`src/rtl/rtphp_pkg.sv`:
```
// ----------------------------------------------------------------------------
// rtphp_pkg
// shared constants, result codes and transfer structs of the rtp header parser
// ----------------------------------------------------------------------------
package rtphp_pkg;

    localparam int MAX_BYTES     = 65535;
    localparam int MAX_CSRC      = 15;
    localparam int FIXED_LEN     = 12;
    localparam int EXT_HDR_BYTES = 4;
    localparam int RTP_VERSION   = 2;
    localparam int CSRC_IDX_W    = $clog2(MAX_CSRC + 1);
    localparam int OFF_W         = 19;

    typedef enum logic [1:0] {
        KIND_HEADER = 2'd0,
        KIND_CSRC   = 2'd1,
        KIND_LAYOUT = 2'd2
    } rtphp_kind_t;

    typedef enum logic [2:0] {
        STATUS_OK        = 3'd0,
        STATUS_SHORT     = 3'd1,
        STATUS_VERSION   = 3'd2,
        STATUS_CSRC_TRNC = 3'd3,
        STATUS_EXT_HDR   = 3'd4,
        STATUS_EXT_DATA  = 3'd5,
        STATUS_PADDING   = 3'd6,
        STATUS_OVERSIZE  = 3'd7
    } rtphp_status_t;

    // header fields of a datagram as they stand after its final byte
    typedef struct packed {
        logic [7:0]  hdr0;
        logic [7:0]  hdr1;
        logic [15:0] seq;
        logic [31:0] timestamp;
        logic [31:0] ssrc;
        logic [15:0] ext_profile;
        logic [15:0] ext_words;
        logic [15:0] len;
        logic [7:0]  last_byte;
        logic        oversize;
        logic        bank;
    } rtphp_snap_t;

    typedef struct packed {
        logic                  en;
        logic                  bank;
        logic [CSRC_IDX_W-1:0] idx;
        logic [31:0]           data;
    } rtphp_csrc_wr_t;

endpackage

```
`src/rtl/rtp_header_parser_top.sv`:
```
// ----------------------------------------------------------------------------
// rtp_header_parser_top
// rtp fixed header, csrc list and extension header parser
// ----------------------------------------------------------------------------
// Datagram bytes are taken one per clock while s_ready is high. Header
// fields are captured as they pass; CSRC words go to a two-bank memory so a
// new datagram can be received while the results of the previous one are
// read out. After the final byte is accepted the emitter runs the check
// states CHK1 and CHK2, then loads the first result into the output
// register; the rest follow one per cycle while m_ready is high: cc + 2
// results for a good datagram, one status result otherwise. The final byte
// of a datagram is held off (s_ready low) while the previous datagram's
// checks and results are still in progress, until its last result is loaded.
module rtp_header_parser_top (
    input  logic        aclk,
    input  logic        aresetn,
    input  logic        s_valid,
    output logic        s_ready,
    input  logic [7:0]  s_data_byte,
    input  logic        s_end_of_datagram,
    output logic        m_valid,
    input  logic        m_ready,
    output logic [1:0]  m_kind,
    output logic [2:0]  m_status,
    output logic        m_marker_bit,
    output logic [6:0]  m_payload_type,
    output logic [15:0] m_sequence_number,
    output logic [31:0] m_word_a,
    output logic [31:0] m_word_b,
    output logic [15:0] m_payload_offset,
    output logic [15:0] m_payload_length,
    output logic [7:0]  m_padding_size,
    output logic        m_extension_present,
    output logic        m_last_of_run
);

    rtphp_pkg::rtphp_snap_t    snap;
    rtphp_pkg::rtphp_csrc_wr_t csrc_wr;
    logic                      busy;
    logic                      byte_en;
    logic                      start;

    assign s_ready = !(busy && s_end_of_datagram);
    assign byte_en = s_valid && s_ready;
    assign start   = byte_en && s_end_of_datagram;

    rtphp_capture u_capture (
        .aclk            (aclk),
        .aresetn         (aresetn),
        .byte_en         (byte_en),
        .data_byte       (s_data_byte),
        .end_of_datagram (s_end_of_datagram),
        .snap            (snap),
        .csrc_wr         (csrc_wr)
    );

    rtphp_emit u_emit (
        .aclk                (aclk),
        .aresetn             (aresetn),
        .start               (start),
        .snap                (snap),
        .csrc_wr             (csrc_wr),
        .busy                (busy),
        .m_valid             (m_valid),
        .m_ready             (m_ready),
        .m_kind              (m_kind),
        .m_status            (m_status),
        .m_marker_bit        (m_marker_bit),
        .m_payload_type      (m_payload_type),
        .m_sequence_number   (m_sequence_number),
        .m_word_a            (m_word_a),
        .m_word_b            (m_word_b),
        .m_payload_offset    (m_payload_offset),
        .m_payload_length    (m_payload_length),
        .m_padding_size      (m_padding_size),
        .m_extension_present (m_extension_present),
        .m_last_of_run       (m_last_of_run)
    );

    a_start_busy: assert property (@(posedge aclk) disable iff (!aresetn)
        start |=> busy)
        else $error("emitter not busy after final byte");

    a_csrc_not_last: assert property (@(posedge aclk) disable iff (!aresetn)
        (m_valid && m_kind == rtphp_pkg::KIND_CSRC) |-> !m_last_of_run)
        else $error("csrc transaction marked last");

    a_error_single: assert property (@(posedge aclk) disable iff (!aresetn)
        (m_valid && m_status != rtphp_pkg::STATUS_OK) |->
            (m_kind == rtphp_pkg::KIND_HEADER && m_last_of_run))
        else $error("status transaction not a single header result");

    a_layout_last: assert property (@(posedge aclk) disable iff (!aresetn)
        (m_valid && m_kind == rtphp_pkg::KIND_LAYOUT) |-> m_last_of_run)
        else $error("layout transaction not last");

endmodule

```
`src/rtl/rtphp_capture.sv`:
```
// ----------------------------------------------------------------------------
// rtphp_capture
// per-byte header capture; assembles csrc words for the csrc memory
// ----------------------------------------------------------------------------
module rtphp_capture (
    input  logic                     aclk,
    input  logic                     aresetn,
    input  logic                     byte_en,
    input  logic [7:0]               data_byte,
    input  logic                     end_of_datagram,
    output rtphp_pkg::rtphp_snap_t   snap,
    output rtphp_pkg::rtphp_csrc_wr_t csrc_wr
);

    logic [15:0] byte_count_reg, byte_count_next;
    logic        oversize_reg, oversize_next;
    logic        bank_reg, bank_next;
    logic [7:0]  hdr0_reg, hdr0_next;
    logic [7:0]  hdr1_reg, hdr1_next;
    logic [15:0] seq_reg, seq_next;
    logic [31:0] ts_reg, ts_next;
    logic [31:0] ssrc_reg, ssrc_next;
    logic [23:0] asm_reg, asm_next;
    logic [15:0] ext_profile_reg, ext_profile_next;
    logic [15:0] ext_words_reg, ext_words_next;

    logic        in_range;
    logic        cap_en;
    logic [15:0] ext_at;
    logic [15:0] csrc_pos;

    assign in_range = byte_count_reg < 16'(rtphp_pkg::MAX_BYTES);
    assign cap_en   = byte_en && in_range;
    assign ext_at   = 16'(rtphp_pkg::FIXED_LEN) + {10'd0, hdr0_reg[3:0], 2'b00};
    assign csrc_pos = byte_count_reg - 16'(rtphp_pkg::FIXED_LEN);

    always_comb begin
        hdr0_next        = hdr0_reg;
        hdr1_next        = hdr1_reg;
        seq_next         = seq_reg;
        ts_next          = ts_reg;
        ssrc_next        = ssrc_reg;
        asm_next         = asm_reg;
        ext_profile_next = ext_profile_reg;
        ext_words_next   = ext_words_reg;
        csrc_wr.en       = 1'b0;
        csrc_wr.bank     = bank_reg;
        csrc_wr.idx      = csrc_pos[5:2];
        csrc_wr.data     = {asm_reg, data_byte};
        if (cap_en) begin
            if (byte_count_reg == 16'd0) begin
                hdr0_next = data_byte;
            end else if (byte_count_reg == 16'd1) begin
                hdr1_next = data_byte;
            end else if (byte_count_reg < 16'd4) begin
                seq_next = {seq_reg[7:0], data_byte};
            end else if (byte_count_reg < 16'd8) begin
                ts_next = {ts_reg[23:0], data_byte};
            end else if (byte_count_reg < 16'(rtphp_pkg::FIXED_LEN)) begin
                ssrc_next = {ssrc_reg[23:0], data_byte};
            end else if (byte_count_reg < ext_at) begin
                asm_next = {asm_reg[15:0], data_byte};
                if (csrc_pos[1:0] == 2'b11) begin
                    csrc_wr.en = 1'b1;
                end
            end else if (hdr0_reg[4] &&
                         byte_count_reg < ext_at + 16'(rtphp_pkg::EXT_HDR_BYTES)) begin
                if (byte_count_reg < ext_at + 16'd2) begin
                    ext_profile_next = {ext_profile_reg[7:0], data_byte};
                end else begin
                    ext_words_next = {ext_words_reg[7:0], data_byte};
                end
            end
        end
    end

    always_comb begin
        byte_count_next = byte_count_reg;
        oversize_next   = oversize_reg;
        bank_next       = bank_reg;
        if (byte_en) begin
            if (end_of_datagram) begin
                byte_count_next = 16'd0;
                oversize_next   = 1'b0;
                bank_next       = ~bank_reg;
            end else if (in_range) begin
                byte_count_next = byte_count_reg + 16'd1;
            end else begin
                oversize_next = 1'b1;
            end
        end
    end

    always_comb begin
        snap.hdr0        = hdr0_next;
        snap.hdr1        = hdr1_next;
        snap.seq         = seq_next;
        snap.timestamp   = ts_next;
        snap.ssrc        = ssrc_next;
        snap.ext_profile = ext_profile_next;
        snap.ext_words   = ext_words_next;
        snap.len         = in_range ? byte_count_reg + 16'd1 : byte_count_reg;
        snap.last_byte   = data_byte;
        snap.oversize    = oversize_reg || !in_range;
        snap.bank        = bank_reg;
    end

    always_ff @(posedge aclk) begin
        if (!aresetn) begin
            byte_count_reg <= 16'd0;
            oversize_reg   <= 1'b0;
            bank_reg       <= 1'b0;
            hdr0_reg       <= 8'd0;
        end else begin
            byte_count_reg <= byte_count_next;
            oversize_reg   <= oversize_next;
            bank_reg       <= bank_next;
            hdr0_reg       <= hdr0_next;
        end
    end

    always_ff @(posedge aclk) begin
        hdr1_reg        <= hdr1_next;
        seq_reg         <= seq_next;
        ts_reg          <= ts_next;
        ssrc_reg        <= ssrc_next;
        asm_reg         <= asm_next;
        ext_profile_reg <= ext_profile_next;
        ext_words_reg   <= ext_words_next;
    end

endmodule

```
`src/rtl/rtphp_emit.sv`:
```
// ----------------------------------------------------------------------------
// rtphp_emit
// datagram validation, two-bank csrc memory and result sequencing
// ----------------------------------------------------------------------------
module rtphp_emit (
    input  logic                      aclk,
    input  logic                      aresetn,
    input  logic                      start,
    input  rtphp_pkg::rtphp_snap_t    snap,
    input  rtphp_pkg::rtphp_csrc_wr_t csrc_wr,
    output logic                      busy,
    output logic                      m_valid,
    input  logic                      m_ready,
    output logic [1:0]                m_kind,
    output logic [2:0]                m_status,
    output logic                      m_marker_bit,
    output logic [6:0]                m_payload_type,
    output logic [15:0]               m_sequence_number,
    output logic [31:0]               m_word_a,
    output logic [31:0]               m_word_b,
    output logic [15:0]               m_payload_offset,
    output logic [15:0]               m_payload_length,
    output logic [7:0]                m_padding_size,
    output logic                      m_extension_present,
    output logic                      m_last_of_run
);

    localparam int IW = rtphp_pkg::CSRC_IDX_W;
    localparam int OW = rtphp_pkg::OFF_W;

    typedef enum logic [2:0] {
        ST_IDLE,
        ST_CHK1,
        ST_CHK2,
        ST_HDR,
        ST_CSRC,
        ST_LAYOUT
    } state_t;

    typedef struct packed {
        rtphp_pkg::rtphp_kind_t   kind;
        rtphp_pkg::rtphp_status_t status;
        logic                     marker;
        logic [6:0]               ptype;
        logic [15:0]              seq;
        logic [31:0]              word_a;
        logic [31:0]              word_b;
        logic [15:0]              offset;
        logic [15:0]              length;
        logic [7:0]               pad;
        logic                     ext;
        logic                     last;
    } res_t;

    logic [31:0] csrc_mem [2**(IW+1)];
    logic [31:0] rdata_reg;

    state_t                   state_reg;
    rtphp_pkg::rtphp_snap_t   snap_reg;
    rtphp_pkg::rtphp_status_t status_reg, status1, status2;
    logic [OW-1:0]            off_reg;
    logic [15:0]              plen_reg;
    logic [IW-1:0]            idx_reg, idx_next;
    res_t                     res_reg, res_new;
    logic                     res_valid_reg;

    logic [3:0]    cc;
    logic          ext, padf;
    logic [OW-1:0] len_w, off_a, off_b, pad_end;
    logic [7:0]    pad_val;
    logic          out_free, load;

    assign cc      = snap_reg.hdr0[3:0];
    assign ext     = snap_reg.hdr0[4];
    assign padf    = snap_reg.hdr0[5];
    assign len_w   = OW'(snap_reg.len);
    assign off_a   = OW'(rtphp_pkg::FIXED_LEN) + OW'({cc, 2'b00});
    assign off_b   = off_a + (ext ? OW'(rtphp_pkg::EXT_HDR_BYTES) +
                                    OW'({snap_reg.ext_words, 2'b00}) : '0);
    assign pad_val = padf ? snap_reg.last_byte : 8'd0;
    assign pad_end = off_reg + OW'(pad_val);

    assign out_free = !res_valid_reg || m_ready;
    assign load     = out_free &&
                      (state_reg == ST_HDR || state_reg == ST_CSRC || state_reg == ST_LAYOUT);
    assign busy     = state_reg != ST_IDLE;

    always_comb begin
        if (snap_reg.oversize) begin
            status1 = rtphp_pkg::STATUS_OVERSIZE;
        end else if (len_w < OW'(rtphp_pkg::FIXED_LEN)) begin
            status1 = rtphp_pkg::STATUS_SHORT;
        end else if (snap_reg.hdr0[7:6] != 2'(rtphp_pkg::RTP_VERSION)) begin
            status1 = rtphp_pkg::STATUS_VERSION;
        end else if (len_w < off_a) begin
            status1 = rtphp_pkg::STATUS_CSRC_TRNC;
        end else if (ext && len_w < off_a + OW'(rtphp_pkg::EXT_HDR_BYTES)) begin
            status1 = rtphp_pkg::STATUS_EXT_HDR;
        end else begin
            status1 = rtphp_pkg::STATUS_OK;
        end
    end

    always_comb begin
        if (status_reg != rtphp_pkg::STATUS_OK) begin
            status2 = status_reg;
        end else if (ext && off_reg > len_w) begin
            status2 = rtphp_pkg::STATUS_EXT_DATA;
        end else if (padf && (pad_val == 8'd0 || pad_end > len_w)) begin
            status2 = rtphp_pkg::STATUS_PADDING;
        end else begin
            status2 = rtphp_pkg::STATUS_OK;
        end
    end

    always_comb begin
        if (state_reg == ST_CHK1) begin
            idx_next = '0;
        end else if (state_reg == ST_CSRC && out_free && idx_reg != cc - 4'd1) begin
            idx_next = idx_reg + IW'(1);
        end else begin
            idx_next = idx_reg;
        end
    end

    always_comb begin
        res_new = '0;
        case (state_reg)
            ST_HDR: begin
                res_new.kind   = rtphp_pkg::KIND_HEADER;
                res_new.status = status_reg;
                if (status_reg != rtphp_pkg::STATUS_OK) begin
                    res_new.last = 1'b1;
                end else begin
                    res_new.marker = snap_reg.hdr1[7];
                    res_new.ptype  = snap_reg.hdr1[6:0];
                    res_new.seq    = snap_reg.seq;
                    res_new.word_a = snap_reg.timestamp;
                    res_new.word_b = snap_reg.ssrc;
                    res_new.ext    = ext;
                end
            end
            ST_CSRC: begin
                res_new.kind   = rtphp_pkg::KIND_CSRC;
                res_new.word_a = rdata_reg;
                res_new.word_b = 32'(idx_reg);
            end
            ST_LAYOUT: begin
                res_new.kind   = rtphp_pkg::KIND_LAYOUT;
                res_new.word_a = ext ? {16'd0, snap_reg.ext_profile} : 32'd0;
                res_new.word_b = ext ? {16'd0, snap_reg.ext_words} : 32'd0;
                res_new.offset = off_reg[15:0];
                res_new.length = plen_reg;
                res_new.pad    = pad_val;
                res_new.ext    = ext;
                res_new.last   = 1'b1;
            end
            default: begin
                res_new = '0;
            end
        endcase
    end

    // two banks: the next datagram fills one while the other is read out
    always_ff @(posedge aclk) begin
        if (csrc_wr.en) begin
            csrc_mem[{csrc_wr.bank, csrc_wr.idx}] <= csrc_wr.data;
        end
        rdata_reg <= csrc_mem[{snap_reg.bank, idx_next}];
    end

    always_ff @(posedge aclk) begin
        if (!aresetn) begin
            state_reg     <= ST_IDLE;
            res_valid_reg <= 1'b0;
        end else begin
            if (res_valid_reg && m_ready) begin
                res_valid_reg <= 1'b0;
            end
            if (load) begin
                res_reg       <= res_new;
                res_valid_reg <= 1'b1;
            end
            idx_reg <= idx_next;
            unique case (state_reg)
                ST_IDLE: begin
                    if (start) begin
                        snap_reg  <= snap;
                        state_reg <= ST_CHK1;
                    end
                end
                ST_CHK1: begin
                    status_reg <= status1;
                    off_reg    <= off_b;
                    state_reg  <= ST_CHK2;
                end
                ST_CHK2: begin
                    status_reg <= status2;
                    plen_reg   <= 16'(len_w - pad_end);
                    state_reg  <= ST_HDR;
                end
                ST_HDR: begin
                    if (out_free) begin
                        if (status_reg != rtphp_pkg::STATUS_OK) begin
                            state_reg <= ST_IDLE;
                        end else if (cc != 4'd0) begin
                            state_reg <= ST_CSRC;
                        end else begin
                            state_reg <= ST_LAYOUT;
                        end
                    end
                end
                ST_CSRC: begin
                    if (out_free && idx_reg == cc - 4'd1) begin
                        state_reg <= ST_LAYOUT;
                    end
                end
                ST_LAYOUT: begin
                    if (out_free) begin
                        state_reg <= ST_IDLE;
                    end
                end
                default: begin
                    state_reg <= ST_IDLE;
                end
            endcase
        end
    end

    assign m_valid             = res_valid_reg;
    assign m_kind              = res_reg.kind;
    assign m_status            = res_reg.status;
    assign m_marker_bit        = res_reg.marker;
    assign m_payload_type      = res_reg.ptype;
    assign m_sequence_number   = res_reg.seq;
    assign m_word_a            = res_reg.word_a;
    assign m_word_b            = res_reg.word_b;
    assign m_payload_offset    = res_reg.offset;
    assign m_payload_length    = res_reg.length;
    assign m_padding_size      = res_reg.pad;
    assign m_extension_present = res_reg.ext;
    assign m_last_of_run       = res_reg.last;

endmodule
```
`config.mk`:
```
export PLATFORM = sky130hd
export DESIGN_NAME = rtp_header_parser_top
export DESIGN_NICKNAME = d
export VERILOG_FILES = /design/src/rtl/rtphp_pkg.sv /design/src/rtl/rtp_header_parser_top.sv /design/src/rtl/rtphp_capture.sv /design/src/rtl/rtphp_emit.sv
export SDC_FILE = /design/constraint.sdc
export NUM_CORES = 2
export LEC_CHECK = 0
export ABC_CLOCK_PERIOD_IN_PS = 31200
export BUFFER_PORTS_ARGS = -buffer_cell sky130_fd_sc_hd__buf_4
export CAP_MARGIN = 5
export CORE_ASPECT_RATIO = 0.8
export CORE_MARGIN = 2
export CORE_UTILIZATION = 45
export DETAILED_ROUTE_END_ITERATION = 10
export MAX_ROUTING_LAYER = met4
export SETUP_SLACK_MARGIN = 0.5
export SYNTH_ARGS = -nofsm -noshare
export SYNTH_HDL_FRONTEND = slang
export SYNTH_SLANG_ARGS = --single-unit
```
`constraint.sdc`:
```
create_clock -name aclk -period 31.2 [get_ports aclk]
set_input_delay 1.56 -clock aclk [delete_from_list [all_inputs] [get_ports aclk]]
set_output_delay 1.56 -clock aclk [all_outputs]
set_load 0.1 [all_outputs]
```
; Yosys cells after proc, flatten, opt, wreduce, memory -nomap -nowiden
; Memory sizes are Yosys's and may differ from the RTL's. A register that Yosys moved wholly into a read port is not among the register bits.
; Cells that the tools add are included.
[word_totals]
word_cells = 210
ramBits = 1024
inputBits = 13
register_bits = 505
mem_count = 1
[classes]
addsub = 13
reduce_logical = 39
bitwise = 7
n_mux = 82
n_lt_le_gt_ge = 12
n_eq_ne = 16
[memory_table]
columns = name, words, word_bits, rd, rd_clocked_by_memory_dff, write_ports, line_no
row1 = u_emit.csrc_mem, 32, 32, 1, 1, 1, rtphp_emit.sv:55  ; logic [31:0] csrc_mem [2**(IW+1)];
[op_table]
columns = op, count
row1 = 2-to-1 mux 16 bit, 26
row2 = 2-to-1 mux 32 bit, 11
row3 = case mux 64 bit (3 select lines), 1
row4 = 2-to-1 mux 64 bit, 1
row5 = "less-than comparator 16 x 4 -> 1 bit, second input constant", 3
row6 = 2-to-1 mux 8 bit, 6
row7 = 2-to-1 mux 3 bit, 13
row8 = > comparator 19 x 16 -> 1 bit, 2
row9 = less-than comparator 16 x 19 -> 1 bit, 2
row10 = less-than comparator 16 bit, 2
row11 = adder 19 bit, 1
row12 = "adder 19 x 3 -> 19 bit, second input constant", 1
row13 = adder 19 x 8 -> 19 bit, 1
row14 = "adder 3 x 18 -> 19 bit, first input constant", 1
row15 = 2-to-1 mux 19 bit, 1
row16 = case mux 3 bit (6 select lines), 1
row17 = 2-to-1 mux 1 bit, 17
row18 = "adder 16 x 1 -> 16 bit, second input constant", 1
row19 = "adder 16 x 2 -> 16 bit, second input constant", 1
row20 = "adder 16 x 3 -> 16 bit, second input constant", 1
row21 = "== test 16 x 1 -> 1 bit, second input constant", 1
row22 = zero test 16 bit, 1
row23 = "less-than comparator 16 bit, second input constant", 1
row24 = "less-than comparator 16 x 3 -> 1 bit, second input constant", 1
row25 = other kinds (31), 72

; Logic depth before layout (Yosys ltp)
[depth]
depth_word = 12
depth_mapped = 19
mapped_depth_nobuf = 18

; Cells and area by module
; From an unflattened synthesis, not the netlist that was laid out.
[hier_totals]
hier_cells = 4152
area_unflattened_um2 = 61845.6
[modules_own_cells]
columns = mod, area_each_um2, n_inst, cells_per_inst
row1 = rtphp_emit, 54932.7, 1, 3585
row2 = rtphp_capture, 6892.9, 1, 564
row3 = rtp_header_parser_top, 20.0, 1, 3

; Least setup slack after synthesis
; No wires, ideal clock.
[synth_timing]
path_kind = input to register
from = in aresetn
to = reg u_emit.res_reg, in the netlist u_emit.m_extension_present (enable)
required_time_ps = 30378
t_arrival_ps = 11445
path_slack_ps = 18934
setup_time_ps = 822
stages = 2
path_cell_list = clkinv_1 -> a211oi_1
[synth_via]
elab_chain_len = 1
[synth_rtl]
columns = element, line_no
row1 = from (decl), rtp_header_parser_top.sv:16  ; input logic aresetn,
row2 = AND reduction 2 bit (no line), n/a
row3 = to (signal assigned), rtphp_emit.sv:181  ; res_reg <= res_new;
row4 = to (decl), rtphp_emit.sv:64  ; res_t res_reg, res_new;
; No other way between the ends.
; A chain may end at the register's enable or synchronous reset.

; Worst setup path after layout
[layout_timing]
from = reg u_emit.snap_reg, in the netlist u_emit.cc[0]
to = reg u_emit.rdata_reg[31] (read register of u_emit.csrc_mem)
[layout_via]
elab_chain_len = 5
[layout_rtl]
columns = element, line_no
row1 = from (decl), rtphp_emit.sv:59  ; rtphp_pkg::rtphp_snap_t snap_reg;
row2 = from (signal assigned), rtphp_emit.sv:188  ; snap_reg <= snap;
row3 = subtractor 4 x 1 -> 4 bit, rtphp_emit.sv:119  ; end else if (state_reg == ST_CSRC && out_free && idx_reg != cc - 4'd1) begin
row4 = inequality test 4 bit, rtphp_emit.sv:119
row5 = logical AND 1 bit, rtphp_emit.sv:119
row6 = 2-to-1 mux 4 bit, rtphp_emit.sv:119
row7 = 2-to-1 mux 4 bit, rtphp_emit.sv:117  ; if (state_reg == ST_CHK1) begin
row8 = to (decl), rtphp_emit.sv:56  ; logic [31:0] rdata_reg;
; No other way between the ends.

==> metrics.json <==
{
  "synth_enable_flop_cells": 1375,
  "post-route-util_pct": 51.4,
  "synth_seq_area_share_pct": 70.5,
  "r2r.worst_path.cells": 14,
  "ctsResizeCount": 0,
  "row_count": 123,
  "core_area_um2": 141000,
  "grt_first_pass_wirelength_mm": 253,
  "postSynthAreaPerCell_um2": 15.2,
  "ys_types": 67,
  "final_design_area_no_fill_um2": 72200,
  "gr_util_all_layers_pct": 24.4,
  "maxClockFrequency_mhz": 137,
  "power.ir.vdd_worst_v": 0.0000590,
  "critPathKind": "reg -> reg",
  "design_power_total_mw": 4.63,
  "cts_hold_repair.buffers": 0,
  "syn_inst": 4204,
  "min_path_cells": 1,
  "timing.critical_path.fanout_max": 150,
  "detailedPlace.worstSlack_ps": 23710,
  "worstPathArrival_ps": 8010,
  "synthesis.yosys.warnings": 0,
  "cts_made_buffers": 152,
  "grt_max_degree": 151,
  "initial_core_util_pct": 45.3,
  "insertion_delay_ps": 810,
  "numPlacedInstances": 6049,
  "critical-path-max-stage-delay_ps": 1080,
  "chipHeight_um": 341,
  "combined_area_of_the_multi_input_logic_cells_um2": 17500,
  "timing.critical_path.buf_inv": 5,
  "detailedRoute.firstIterationViolations": 4586,
  "worstSetupStartpointType": "flip-flop",
  "worst_max_slew_pin_slew_ps": 1380,
  "largest_register_ff_count": 1024,
  "cell_area_after_synthesis_um2": 63700,
  "global_route.overflow_total": 0,
  "tritoncts": "done",
  "sort_of_element_at_the_end_of_the_critical_path": "flip-flop",
  "synth_seq_cells": 1557,
  "hold_violation_total_from_the_final_report": 0,
  "post-cts-setup-buffers": 0,
  "cts.reportedPaths.clkPinSlew_ps": 60,
  "crit_chain": "inv_1 > ha_1 > xor2_2 > xor2_4 > buf_4 > o31ai_2 > mux2_4 > inv_8 > buf_12 > buf_4 > a2111oi_0 > a2111oi_1 > a32oi_1 > o221ai_1",
  "crit_path_frequent_cell": "sky130_fd_sc_hd__buf_4",
  "place.detailed.hpwl_mm": 95.1,
  "area_overhead_of_the_layout_relative_to_synthesis_pct": 13.3,
  "final_critical_path_setup_slack_ps": 23890,
  "input_output_buffers": 147,
  "routed-via-count": 38200,
  "die_x_um": 425,
  "cap_viol_max_count": 0,
  "finalCriticalPeriod_ps": 7310,
  "finish.cell_count_without_fillers": 6333,
  "power_density_nw_per_um2": 64.2,
  "status": "complete, no violations",
  "report.final.slew_viol_count": 0,
  "worst_hold_path_class": "reg -> reg",
  "finalCritPeriodShare_pct": 23.4,
  "remaining_drc_errors": 0,
  "fp.dieArea_um2": 145000,
  "synthArstFlopShare_pct": 0,
  "cts.path.max_buffers": 3,
  "cp_num_cells": 14,
  "route.final.wire_length_mm": 174,
  "yosys_most_used_dff": "sky130_fd_sc_hd__edfxtp_1",
  "fraction_of_layout_cells_with_a_size_suffix_above_1_pct": 15.2,
  "placed_area_um2": 67200,
  "route.antenna.remaining_nets": 0,
  "routabilityCongestion": 0.853,
  "ios": 150,
  "max-slew-margin-rel_pct": 5.29,
  "nNetsFinal": 4430,
  "antenna_found_initial": 5,
  "fill_cells": 11500,
  "setup_viol": 0,
  "fin_worst_hold_slack_ps": 470,
  "unrepaired_setup_endpoints_after_global_routing": "no",
  "clockRootBuffer": "sky130_fd_sc_hd__clkbuf_16",
  "cpLargestDelayFamily": "compound AO/OA/AOI/OAI gates",
  "clock_skew_ps": 45.3,
  "route.detailed.vias_per_inst": 6.03,
  "slowest_stage": "sky130_fd_sc_hd__o31ai_2",
  "fin_setup_tns_ps": 0,
  "power.static_leakage_nw": 25.2,
  "sequential_cell_area_um2": 44900,
  "htreeDepth": 4,
  "routed_wire_length_per_instance_um": 27.5,
  "cts.sink_count": 1557,
  "vias_in_the_first_global_route": 36000,
  "cp.required_ps": 31910,
  "drt_pre_antenna_iters": 8
}
## cell families after synthesis
logic type	count (synthesis)	share of synthesized area [%]
compound gates	791	10.2
other cells	2	0.0118
flops	1557	70.5
fa+ha+maj	88	1.76
xor+xnor	79	1.11
simple gates	878	6.97
buf+inv	389	2.56
mux	420	6.86
## report_power, final
| group | leakage (nW) | switching, mW | total, mW | internal, mW |
|---|---|---|---|---|
| Clock | 2.44 | 0.800 | 1.83 | 1.03 |
| Sequential | 13.9 | 0.0417 | 2.33 | 2.29 |
| Combinational | 8.89 | 0.319 | 0.467 | 0.148 |
## final cells by class
type                    instances  share of cell area [%]
repair buffers                264                    2.79
clock buffers                 218                    5.95
clock inverters                62                   0.971
inverters                      94                   0.501
well taps                    1875                    3.25
diodes                          3                  0.0104
flip-flops and latches       1557                    62.2
multi-input cells            2260                    24.3
## final timing paths
kind | startpoint | to | slack (ps)
setup reg to reg | u_emit.cc[0] | u_emit.rdata_reg[31] | 23890
hold / removal | u_capture.hdr1_reg[6] | u_capture.hdr1_reg[6] | 470
setup / recovery | u_emit.cc[0] | u_emit.rdata_reg[31] | 23890
hold reg to reg | u_capture.hdr1_reg[6] | u_capture.hdr1_reg[6] | 470
## layout by cell type, fill, tap and decap left out, drive strengths merged, types with 112 or more instances in the layout
cell type	instances
edfxtp	1375
nand2	313
mux2i	290
buf	264
clkbuf	218
dfxtp	182
a2111oi	132
o21ai	131
mux2	130
nor2b	113
nor4	112
## layer usage
layer  vias to the layer above  part of all wire, %  global-route usage [%]
met5                         -                    0                       -
met4                         0                  1.4                    4.99
met3                       198                  7.8                    3.70
met2                      1573                   44                    35.0
met1                     19500                   46                    36.9
li1                      16900                    -                       -
## synth_stat cells, drive strengths merged, types with 17 or more instances
cell type	count	area (um2)
nor2b	113	707
and3	18	113
xor2	36	330
and2	94	588
a22o	29	254
mux2	130	1460
nor2	96	360
a222oi	20	200
nor4	112	701
buf	80	470
a2111oi	132	1160
nand3	24	120
a221o	64	641
edfxtp	1375	41300
xnor2	43	377
o221ai	33	289
inv	92	345
clkbuf	215	807
a21oi	40	200
a41o	96	961
mux2i	290	2900
nor3	37	185
a32oi	97	850
ha	85	1060
dfxtp	182	3640
o21ai	131	656
a32o	65	651
nand4	17	106
nand2	313	1170
Power figures use the tool's default switching activity.
